--- config.mk ---
export PLATFORM = sky130hd
export DESIGN_NAME = cubic_joint_trajectory_player
export DESIGN_NICKNAME = d
export VERILOG_FILES = /design/src/rtl/cjtp_pkg.sv /design/src/rtl/cjtp_ram.sv /design/src/rtl/cjtp_datapath.sv /design/src/rtl/cjtp_ctrl.sv /design/src/rtl/cubic_joint_trajectory_player.sv
export SDC_FILE = /design/constraint.sdc
export NUM_CORES = 2
export LEC_CHECK = 0
export BUFFER_PORTS_ARGS = -buffer_cell sky130_fd_sc_hd__buf_4
export CORE_AREA = 3 3 261 391
export DETAILED_ROUTE_END_ITERATION = 10
export DIE_AREA = 0 0 264 394
export PLACE_DENSITY = 0.79
export RECOVER_POWER = 100
export SLEW_MARGIN = 20
export SYNTH_ARGS = -nofsm -noshare
export SYNTH_HDL_FRONTEND = slang
export SYNTH_SLANG_ARGS = --single-unit
--- constraint.sdc ---
create_clock -name i_clk -period 12.6 [get_ports i_clk]
set_input_delay 2.52 -clock i_clk [delete_from_list [all_inputs] [get_ports i_clk]]
set_output_delay 2.52 -clock i_clk [all_outputs]
set_load 0.005 [all_outputs]
--- src/rtl/cjtp_pkg.sv ---
// Shared types and constants for the cubic joint trajectory player.
// No dependencies; imported by the controller, datapath and top level.
`timescale 1ns / 1ps
`default_nettype none
package cjtp_pkg;
    localparam int ANGLE_W = 8;
    localparam int TICK_W = 16;
    localparam int OUT_W = 16;
    localparam logic [ANGLE_W-1:0] ANGLE_HOME = 8'd90;
    localparam logic [ANGLE_W-1:0] ANGLE_MAX = 8'd180;
    localparam int NUM_W = 16;   // weight quotient bits; below 65536 while moving
    localparam int DEN_W = 48;   // T^3

    // run modes
    typedef enum logic [1:0] {
        MODE_DIRECT  = 2'd0,
        MODE_LOADING = 2'd1,
        MODE_PLAYING = 2'd2
    } t_mode;

    // controller -> datapath
    typedef struct packed {
        logic calc_start;   // begin weight computation
        logic blend_start;  // begin joint blending
    } t_cmd;

    // datapath -> controller
    typedef struct packed {
        logic calc_done;
        logic blend_done;
    } t_sts;

    function automatic logic [ANGLE_W-1:0] clamp_angle(input logic signed [9:0] v);
        logic [ANGLE_W-1:0] r;
        if (v < 0) r = '0;
        else if (v > 10'sd180) r = ANGLE_MAX;
        else r = v[ANGLE_W-1:0];
        return r;
    endfunction
endpackage
`default_nettype wire

--- src/rtl/cjtp_ram.sv ---
// Generic single-port write, registered-read RAM.
// No dependencies.
`timescale 1ns / 1ps
`default_nettype none
module cjtp_ram #(
    parameter int WIDTH = 24,
    parameter int DEPTH = 16
) (
    input  wire logic                     i_clk,
    input  wire logic                     i_we,
    input  wire logic [$clog2(DEPTH)-1:0] i_waddr,
    input  wire logic [WIDTH-1:0]         i_wdata,
    input  wire logic [$clog2(DEPTH)-1:0] i_raddr,
    output logic [WIDTH-1:0]              o_rdata
);
    logic [WIDTH-1:0] r_mem [DEPTH];

    // write port and registered read
    always_ff @(posedge i_clk) begin
        if (i_we) r_mem[i_waddr] <= i_wdata;
        o_rdata <= r_mem[i_raddr];
    end
endmodule
`default_nettype wire

--- src/rtl/cjtp_datapath.sv ---
// Blend datapath: cubic weight (multiply, restoring divide) and joint blending.
// Depends on cjtp_pkg.
`timescale 1ns / 1ps
`default_nettype none
module cjtp_datapath
    import cjtp_pkg::*;
#(
    parameter int ANGLE_FRAC_BITS = 8
) (
    input  wire logic                          i_clk,
    input  wire logic                          i_rst_n,
    input  wire t_cmd                          i_cmd,
    input  wire logic [TICK_W-1:0]             i_elapsed,
    input  wire logic [TICK_W-1:0]             i_ticks,
    input  wire logic [3*ANGLE_W-1:0]          i_start,
    input  wire logic [3*ANGLE_W-1:0]          i_target,
    output t_sts                               o_sts,
    output logic [3*OUT_W-1:0]                 o_angles
);
    typedef enum logic [4:0] {
        S_IDLE = 5'b00001, S_MUL = 5'b00010, S_DIV = 5'b00100,
        S_BLEND = 5'b01000, S_DONE = 5'b10000
    } t_dstate;

    t_dstate r_state, n_state;
    logic [2:0] r_step;                 // multiply step
    logic [5:0] r_bit;                  // divide bit count
    logic [1:0] r_joint;
    logic [NUM_W-1:0] r_num;            // quotient shifter
    logic [DEN_W:0] r_rem;
    logic [DEN_W-1:0] r_den;
    logic [DEN_W-1:0] r_prod;
    logic [16:0] r_w;                   // weight 0..65535
    logic [3*OUT_W-1:0] r_out;

    // shared multiplier: 32x18 per step
    logic [31:0] mul_a;
    logic [17:0] mul_b;
    logic [49:0] mul_p;
    assign mul_p = mul_a * mul_b;

    logic [TICK_W+1:0] three_t_m2e;
    assign three_t_m2e = 18'(3 * {2'b0, i_ticks}) - 18'({i_elapsed, 1'b0});

    logic [ANGLE_W-1:0] js, jt, jd;
    assign js = i_start[r_joint*ANGLE_W +: ANGLE_W];
    assign jt = i_target[r_joint*ANGLE_W +: ANGLE_W];
    assign jd = (jt >= js) ? jt - js : js - jt;

    always_comb begin
        mul_a = '0; mul_b = '0;
        case (r_step)
            3'd0: begin mul_a = 32'(i_elapsed); mul_b = 18'(i_elapsed); end
            3'd1: begin mul_a = r_prod[31:0]; mul_b = three_t_m2e; end
            3'd2: begin mul_a = 32'(i_ticks); mul_b = 18'(i_ticks); end
            3'd3: begin mul_a = r_prod[31:0]; mul_b = 18'(i_ticks); end
            3'd4: begin mul_a = 32'(jd); mul_b = 18'(r_w); end
            default: ;
        endcase
    end

    logic [DEN_W:0] rem_sh;
    logic [OUT_W+ANGLE_FRAC_BITS+8:0] mag;
    logic [OUT_W-1:0] jres;
    // remainder starts at the numerator (below T^3); 16 zero bits shift in
    assign rem_sh = {r_rem[DEN_W-1:0], 1'b0};
    assign mag = ((($bits(mag))'(mul_p[24:0]) << ANGLE_FRAC_BITS) + 32768) >> 16;
    always_comb begin
        logic [OUT_W-1:0] base;
        base = OUT_W'(32'(js) << ANGLE_FRAC_BITS);
        jres = (jt >= js) ? base + OUT_W'(mag) : base - OUT_W'(mag);
    end

    always_comb begin
        n_state = r_state;
        case (r_state)
            S_IDLE:  if (i_cmd.calc_start) n_state = S_MUL;
                     else if (i_cmd.blend_start) n_state = S_BLEND;
            S_MUL:   if (r_step == 3'd3) n_state = S_DIV;
            S_DIV:   if (r_bit == 6'(NUM_W - 1)) n_state = S_DONE;
            S_BLEND: if (r_joint == 2'd2) n_state = S_DONE;
            S_DONE:  n_state = S_IDLE;
            default: n_state = S_IDLE;
        endcase
    end

    // control registers
    always_ff @(posedge i_clk) begin
        if (!i_rst_n) r_state <= S_IDLE;
        else r_state <= n_state;
    end

    // datapath registers
    always_ff @(posedge i_clk) begin
        case (r_state)
            S_IDLE: begin
                r_step <= i_cmd.calc_start ? 3'd0 : 3'd4;
                r_joint <= '0;
                r_bit <= '0;
                r_rem <= '0;
            end
            S_MUL: begin
                // step count stays at 3 so that done means a weight
                r_step <= (r_step == 3'd3) ? r_step : r_step + 3'd1;
                r_prod <= mul_p[DEN_W-1:0];
                if (r_step == 3'd1) begin
                    r_rem <= {1'b0, mul_p[DEN_W-1:0]};
                    r_num <= '0;
                end
                if (r_step == 3'd3) r_den <= mul_p[DEN_W-1:0];
            end
            S_DIV: begin
                r_bit <= r_bit + 6'd1;
                if (rem_sh >= {1'b0, r_den}) begin
                    r_rem <= rem_sh - {1'b0, r_den};
                    r_num <= {r_num[NUM_W-2:0], 1'b1};
                end else begin
                    r_rem <= rem_sh;
                    r_num <= {r_num[NUM_W-2:0], 1'b0};
                end
            end
            S_BLEND: begin
                r_joint <= r_joint + 2'd1;
                r_out[r_joint*OUT_W +: OUT_W] <= jres;
            end
            default: ;
        endcase
        if (r_state == S_DONE && r_step != 3'd4) r_w <= 17'(r_num);
    end

    assign o_sts.calc_done  = (r_state == S_DONE) && (r_step != 3'd4);
    assign o_sts.blend_done = (r_state == S_DONE) && (r_step == 3'd4);
    assign o_angles = r_out;
endmodule
`default_nettype wire

--- src/rtl/cjtp_ctrl.sv ---
// Controller: command decoding, mode sequencing, waypoint store and output handshake.
// Depends on cjtp_pkg and cjtp_ram.
`timescale 1ns / 1ps
`default_nettype none
module cjtp_ctrl
    import cjtp_pkg::*;
#(
    parameter int WAYPOINTS = 16,
    parameter int ANGLE_FRAC_BITS = 8
) (
    input  wire logic                 i_clk,
    input  wire logic                 i_rst_n,
    input  wire logic                 i_cfg_we,
    input  wire logic [TICK_W-1:0]    i_cfg_data,
    input  wire logic                 i_valid,
    output logic                      o_ready,
    input  wire logic [25:0]          i_item,     // action, first, second, third
    output logic                      o_valid,
    input  wire logic                 i_out_ready,
    output logic [3*OUT_W:0]          o_result,   // elbow, shoulder, base, in_motion
    output t_cmd                      o_cmd,
    input  wire t_sts                 i_sts,
    output logic [TICK_W-1:0]         o_elapsed,
    output logic [TICK_W-1:0]         o_ticks,
    output logic [3*ANGLE_W-1:0]      o_start,
    output logic [3*ANGLE_W-1:0]      o_target,
    input  wire logic [3*OUT_W-1:0]   i_angles
);
    localparam int IW = (WAYPOINTS > 1) ? $clog2(WAYPOINTS) : 1;
    localparam int CW = $clog2(WAYPOINTS + 1);

    typedef enum logic [5:0] {
        S_IDLE = 6'b000001, S_CMD = 6'b000010, S_CALC = 6'b000100,
        S_BLEND = 6'b001000, S_HOLD = 6'b010000, S_OUT = 6'b100000
    } t_state;

    t_state r_state;
    t_mode r_mode;
    logic [TICK_W-1:0] r_ticks, r_elapsed;
    logic [3*ANGLE_W-1:0] r_start, r_target;
    logic [CW-1:0] r_left, r_total;
    logic [IW-1:0] r_play;
    logic [25:0] r_item;
    logic r_valid, r_wait;
    logic [3*OUT_W:0] r_res;

    logic signed [8:0] first;
    logic [3*ANGLE_W-1:0] goal;
    logic [CW-1:0] hdr_n;
    assign first = r_item[24:16];
    assign goal = {clamp_angle(10'(r_item[7:0])), clamp_angle(10'(r_item[15:8])),
                   clamp_angle(10'(first))};
    always_comb begin
        if (r_item[7:0] == 8'd0) hdr_n = CW'(1);
        else if (32'(r_item[7:0]) > WAYPOINTS) hdr_n = CW'(WAYPOINTS);
        else hdr_n = CW'(r_item[7:0]);
    end

    // waypoint store
    logic ram_we;
    logic [IW-1:0] ram_wa, ram_ra;
    logic [3*ANGLE_W-1:0] ram_rd;
    cjtp_ram #(.WIDTH(3*ANGLE_W), .DEPTH(WAYPOINTS)) u_store (
        .i_clk(i_clk), .i_we(ram_we), .i_waddr(ram_wa), .i_wdata(goal),
        .i_raddr(ram_ra), .o_rdata(ram_rd)
    );

    logic [IW-1:0] next_play;
    assign next_play = (32'(r_play) + 1 >= 32'(r_total)) ? '0 : r_play + IW'(1);
    assign ram_we = (r_state == S_CMD) && r_item[25] && (r_mode == MODE_LOADING)
                    && (first != -9'sd1) && (32'(r_total) < WAYPOINTS);
    assign ram_wa = r_total[IW-1:0];
    // first waypoint is read in the cycle after the last one is written
    assign ram_ra = r_wait ? '0 : next_play;

    assign o_ready = (r_state == S_IDLE) && !r_wait;
    assign o_cmd.calc_start = (r_state == S_CALC) && !r_valid;
    assign o_cmd.blend_start = (r_state == S_BLEND) && !r_valid;

    always_ff @(posedge i_clk) begin
        if (!i_rst_n) begin
            r_state <= S_IDLE; r_mode <= MODE_DIRECT;
            r_ticks <= 16'd100; r_elapsed <= 16'd100;
            r_start <= {3{ANGLE_HOME}}; r_target <= {3{ANGLE_HOME}};
            r_left <= '0; r_total <= '0; r_play <= '0;
            r_valid <= 1'b0; r_wait <= 1'b0;
        end else begin
            if (i_cfg_we) r_ticks <= i_cfg_data;
            if (r_valid && i_out_ready) r_valid <= 1'b0;
            case (r_state)
                S_IDLE: begin
                    if (r_wait) begin
                        // program loaded: first waypoint read now in flight
                        r_wait <= 1'b0;
                        r_state <= S_HOLD;
                    end else if (i_valid && o_ready) begin
                        r_item <= i_item;
                        r_state <= S_CMD;
                    end
                end
                S_CMD: begin
                    if (!r_item[25]) begin
                        r_state <= (r_elapsed >= r_ticks) ? S_OUT : S_CALC;
                    end else begin
                        r_state <= S_IDLE;
                        if (r_mode == MODE_PLAYING) begin
                            // commands are ignored during playback
                        end else if (first == -9'sd1) begin
                            r_mode <= MODE_LOADING; r_left <= hdr_n; r_total <= '0;
                        end else if (r_mode == MODE_LOADING) begin
                            if (ram_we) r_total <= r_total + CW'(1);
                            if (r_left <= CW'(1)) begin
                                r_left <= '0; r_mode <= MODE_PLAYING; r_play <= '0;
                                r_wait <= 1'b1;
                            end else r_left <= r_left - CW'(1);
                        end else begin
                            r_start <= r_target; r_target <= goal; r_elapsed <= '0;
                        end
                    end
                end
                S_HOLD: begin
                    // store read data now valid: start the new segment
                    r_start <= r_target; r_target <= ram_rd; r_elapsed <= '0;
                    r_state <= S_IDLE;
                end
                S_CALC: if (i_sts.calc_done) r_state <= S_BLEND;
                S_BLEND: if (i_sts.blend_done) begin
                    r_res <= {i_angles, 1'b1};
                    r_valid <= 1'b1;
                    if (r_elapsed != 16'hFFFF) r_elapsed <= r_elapsed + 16'd1;
                    r_state <= S_IDLE;
                end
                S_OUT: if (!r_valid) begin
                    r_res <= {OUT_W'(32'(r_target[23:16]) << ANGLE_FRAC_BITS),
                              OUT_W'(32'(r_target[15:8]) << ANGLE_FRAC_BITS),
                              OUT_W'(32'(r_target[7:0]) << ANGLE_FRAC_BITS), 1'b0};
                    r_valid <= 1'b1;
                    if (r_mode == MODE_PLAYING && r_total != '0) begin
                        r_play <= next_play; r_state <= S_HOLD;
                    end else r_state <= S_IDLE;
                end
                default: r_state <= S_IDLE;
            endcase
        end
    end

    assign o_valid = r_valid;
    assign o_result = r_res;
    assign o_elapsed = r_elapsed;
    assign o_ticks = r_ticks;
    assign o_start = r_start;
    assign o_target = r_target;
endmodule
`default_nettype wire

--- src/rtl/cubic_joint_trajectory_player.sv ---
// Cubic joint trajectory player, top level: controller plus blend datapath.
// A command goes straight back to idle (a program end first starts its first segment); a tick that
// blends runs 4 multiply steps and 16 divide steps for the weight, then 3 joint steps, and offers
// its result; a settled tick gives the target angles (and in playback starts the next segment).
// The block takes one request at a time; a tick also waits while the previous result is stalled.
// Reset: synchronous active low; angles home at 90, move length 100, direct mode. Depends on
// cjtp_pkg, cjtp_ctrl, cjtp_datapath, cjtp_ram.
`timescale 1ns / 1ps
`default_nettype none
module cubic_joint_trajectory_player
    import cjtp_pkg::*;
#(
    parameter int WAYPOINTS = 16,
    parameter int ANGLE_FRAC_BITS = 8
) (
    input  wire logic        i_clk,
    input  wire logic        i_rst_n,
    input  wire logic        i_move_ticks_we,
    input  wire logic [15:0] i_move_ticks,
    input  wire logic        s_axis_tvalid,
    output logic             s_axis_tready,
    input  wire logic [31:0] s_axis_tdata,  // cmd_first[8:0], cmd_second, cmd_third, pad
    input  wire logic        s_axis_tuser,  // action
    output logic             m_axis_tvalid,
    input  wire logic        m_axis_tready,
    output logic [55:0]      m_axis_tdata   // base, shoulder, elbow, in_motion, pad
);
    t_cmd cmd;
    t_sts sts;
    logic [TICK_W-1:0] elapsed, ticks;
    logic [3*ANGLE_W-1:0] st, tg;
    logic [3*OUT_W-1:0] angles;
    logic [3*OUT_W:0] res;

    cjtp_ctrl #(.WAYPOINTS(WAYPOINTS), .ANGLE_FRAC_BITS(ANGLE_FRAC_BITS)) u_ctrl (
        .i_clk(i_clk), .i_rst_n(i_rst_n),
        .i_cfg_we(i_move_ticks_we), .i_cfg_data(i_move_ticks),
        .i_valid(s_axis_tvalid), .o_ready(s_axis_tready),
        .i_item({s_axis_tuser, s_axis_tdata[8:0], s_axis_tdata[16:9], s_axis_tdata[24:17]}),
        .o_valid(m_axis_tvalid), .i_out_ready(m_axis_tready), .o_result(res),
        .o_cmd(cmd), .i_sts(sts), .o_elapsed(elapsed), .o_ticks(ticks),
        .o_start(st), .o_target(tg), .i_angles(angles)
    );

    cjtp_datapath #(.ANGLE_FRAC_BITS(ANGLE_FRAC_BITS)) u_dp (
        .i_clk(i_clk), .i_rst_n(i_rst_n), .i_cmd(cmd), .i_elapsed(elapsed),
        .i_ticks(ticks), .i_start(st), .i_target(tg), .o_sts(sts), .o_angles(angles)
    );

    assign m_axis_tdata = {7'd0, res[0], res[48:1]};

    // a delivered result holds until taken
    a_hold: assert property (@(posedge i_clk) disable iff (!i_rst_n)
        m_axis_tvalid && !m_axis_tready |=> m_axis_tvalid && $stable(m_axis_tdata))
        else $error("result changed while stalled");
    // no new request while the datapath is busy
    a_busy: assert property (@(posedge i_clk) disable iff (!i_rst_n)
        (cmd.calc_start || cmd.blend_start) |-> !s_axis_tready)
        else $error("input accepted during blend");
    // only one datapath command at a time
    a_cmd: assert property (@(posedge i_clk) disable iff (!i_rst_n)
        !(cmd.calc_start && cmd.blend_start))
        else $error("conflicting datapath commands");
endmodule
`default_nettype wire

==> results_dict.tcl <==
set metrics [dict create \
    status "complete, but fails checks" \
    violations "capacitance limit, slew limit" \
    overflow 0 \
    clock_sinks 811 \
    worst_pin_slew_ns 9.103 \
    routed_wl_mm 151.4 \
    async_flop_share_pct 0 \
    grt_max_degree 216 \
    yosysSeqAreaShare_pct 40.35 \
    rows 141 \
    fmax_ghz 0.08289 \
    synth_edf_count 678 \
    finalClockSkew_ns 0.03297 \
    globalplace.congestion 0.9564 \
    worstPathMaxFanout 22 \
    powerDensity_nw_per_um2 131.0 \
    final_nets 6385 \
    critPathRequiredTime_ns 13.01 \
    end_kind "register" \
    avgSynthCellArea_um2 10.20 \
    viasPerCell 5.983 \
    yosys_warnings 0 \
    finalPower_mw 8.068 \
    critPathArrivalTime_ns 12.47 \
    netlist_area_um2 57060 \
    synth_top_family_by_area "adder cells" \
    setup_viol 0 \
    layout-drive-gt1-share_pct 5.836 \
    slew_headroom_pct -506.8 \
    dr.pass1.iters 7 \
    grt_pass1_vias 43060 \
    drt_iter0_markers 3411 \
    worst_ir_drop_vdd_uv 198.9 \
    cts.path.max_buffers 3 \
    drc 0 \
    slowest_stage "or4b_2" \
    insertion_delay_ns 0.68 \
    cts_buffers 79 \
    synth_cells 5597 \
    max_stage_delay_ns 0.76 \
    core-area_um2 98790 \
    dieArea_um2 104000 \
    synth_seq_cells 811 \
    htreeDepth 3 \
    layout_min_cycle_time_ns 12.06 \
    ctsRootBufferMaster "clkbuf_16" \
    min_path_type "reg -> reg" \
    critPathLaunchType "register" \
    cts_tree "yes" \
    synth-compound-area-share_pct 11.56 \
    synth_flop_cell "edfxtp_1" \
    ctsHoldBuffers 0 \
    dpl.hpwl_mm 109.0 \
    ios 112 \
    grtUsageTotal_pct 29.26 \
    ant_nets 0 \
    fin_setup_tns_ns 0 \
    synthTopCellsByArea "edfxtp_1, fa_1, ha_1" \
    n_antenna_cell 0 \
    finalMaxSlewViolations 1064 \
    die_h_um 394 \
    synth.top_cell.area_share_pct 35.68 \
    maxCapViolCount 26 \
    rsz0062_at_grt "no" \
    synthMuxAreaShare_pct 2.109 \
    dp_cells 6770 \
    fin_crit_sh_pct 95.74 \
    syn2layout_area_growth_pct 7.911 \
    whs_ns 0.4304 \
    start_util_pct 57.76 \
    instances_no_fill 6924 \
    wl_per_cell_um 21.87 \
    ys_types 105 \
    synth_top_cell_by_area "edfxtp_1" \
    p_leak_nw 26.44 \
    port-buffer-count 97 \
    clk_pin_slew_ns 0.07 \
    fp.dieW_um 264 \
    yosys.area_share.simple_pct 13.56 \
    via_count 41430 \
    place_ws_ns 0.08778 \
    worst-setup-path-type "reg -> reg" \
    setup_ws_ns 0.5362 \
    grt_antenna_before_repair 1 \
    synth-xor-area-share_pct 2.456 \
    hold_viol_final 0 \
    yosys.area_share.adder_pct 23.23 \
    grt_pass1_wl_mm 237.8 \
]
flip-flops by register name (all words and copies together) (netlist names), 4 cells and up:
signal and flops:
u_ctrl.r_play 4, u_ctrl.r_left 5, u_dp.r_bit 6, u_ctrl.u_store.r_mem 384, u_ctrl.o_start 24, u_ctrl.r_state 6
u_ctrl.u_store.o_rdata 24, u_dp.r_num 16, u_dp.r_state 5, u_dp.r_rem 48, u_ctrl.r_item 26, u_dp.r_prod 32
u_ctrl.r_total 5, u_dp.r_w 16, u_ctrl.o_ticks 16, u_ctrl.o_result 49, u_dp.r_den 48, u_ctrl.o_elapsed 16
u_ctrl.o_target 24, u_dp.o_angles 48
Yosys cell counts, drive strengths merged, types with 16 or more instances:
cell and number:
a211oi 92, o21bai 16, clkbuf 272, o31ai 17, a21boi 24, buf 32
a22oi 20, a31oi 21, nor2 459, fa 499, nand2b 58, edfxtp 678
and3 42, o21a 38, xor2 51, mux2i 118, nand2 827, nand4 27
and2 122, ha 261, nand3 63, a21o 72, o22ai 22, nor2b 54
o211ai 117, inv 707, xnor2 100, dfxtp 133, nor3 35, o21ai 257
a21oi 181
layer usage:
metal | vias to the layer above | GRT usage [%] | part of all wire [%]
met3 | 517 | 3.833 | 5.9
met5 | - | 0 | 0
li1 | 18670 | - | -
met4 | 0 | 19.44 | 7.7
met1 | 20550 | 32.53 | 34
met2 | 1689 | 52.22 | 52
stage by stage:
step | cell area (um2) | utilization (%)
after floorplan | 57080 | -
after global placement | 59080 | 59.80
after detailed placement | 59080 | 59.80
after CTS | 61820 | 62.57
after global routing | 61580 | 62.33
final | 61580 | 62.33
worst paths after layout:
kind | cells past startpoint | endpoint | slack [ns] | start
worst min register to register | 0 | u_dp.r_w[15] | 0.43 | u_dp.r_num[15]
worst max register to register | 48 | u_dp.o_angles[15] | 0.54 | u_dp.r_joint[1]
worst min-delay path | 0 | u_dp.r_w[15] | 0.43 | u_dp.r_num[15]
worst max-delay path | 48 | u_dp.o_angles[15] | 0.54 | u_dp.r_joint[1]
cells by family (layout without fill, tap and decap cells):
group,Yosys count,count (layout)
AO/OA/AOI/OAI,991,991
XOR/XNOR,152,152
adder cells (fa/ha/maj),760,760
buffers and inverters,1012,1046
flip-flops,811,811
multiplexers,120,120
other,1,7
AND/OR/NAND/NOR,1750,1750
cell usage in the layout (no fill, tap or decap), drive strengths merged, types with 133 or more instances in the layout:
cell type | netlist | final
clkbuf | 272 | 220
dfxtp | 133 | 133
o21ai | 257 | 257
fa | 499 | 499
ha | 261 | 261
edfxtp | 678 | 678
nand2 | 827 | 827
inv | 707 | 707
a21oi | 181 | 181
nor2 | 459 | 459
worst max-delay path: cells and delay by family, from the launching register on:
| kind | cells | cell delay, ns |
|---|---|---|
| AO/OA/AOI/OAI | 18 | 3.55 |
| flip-flops | 1 | 0.54 |
| adder cells (fa/ha/maj) | 10 | 4.00 |
| buffers and inverters | 8 | 0.81 |
| AND/OR/NAND/NOR | 8 | 1.86 |
| XOR/XNOR | 4 | 1.00 |
power breakdown:
part | total [mW] | switching (mW) | internal, mW
clock | 2.47 | 1.07 | 1.40
combinational | 2.57 | 1.70 | 0.868
sequential | 3.03 | 0.0202 | 3.01
final cells by class:
class                           count  area (um2)
Inverter                          708        2658
Fill cell                        7816       37220
Tap cell                         1287        1610
Clock buffer                      103        2157
Clock inverter                     44       579.3
Timing Repair Buffer              191        1260
Multi-Input combinational cell   3780       30290
Sequential cell                   811       23030
repair_timing:
item	in CTS	in global routing
setup endpoints to repair	0	15
buffers inserted	0	6
resized for setup	0	11
No activity file was read; power rests on OpenSTA's default activity.
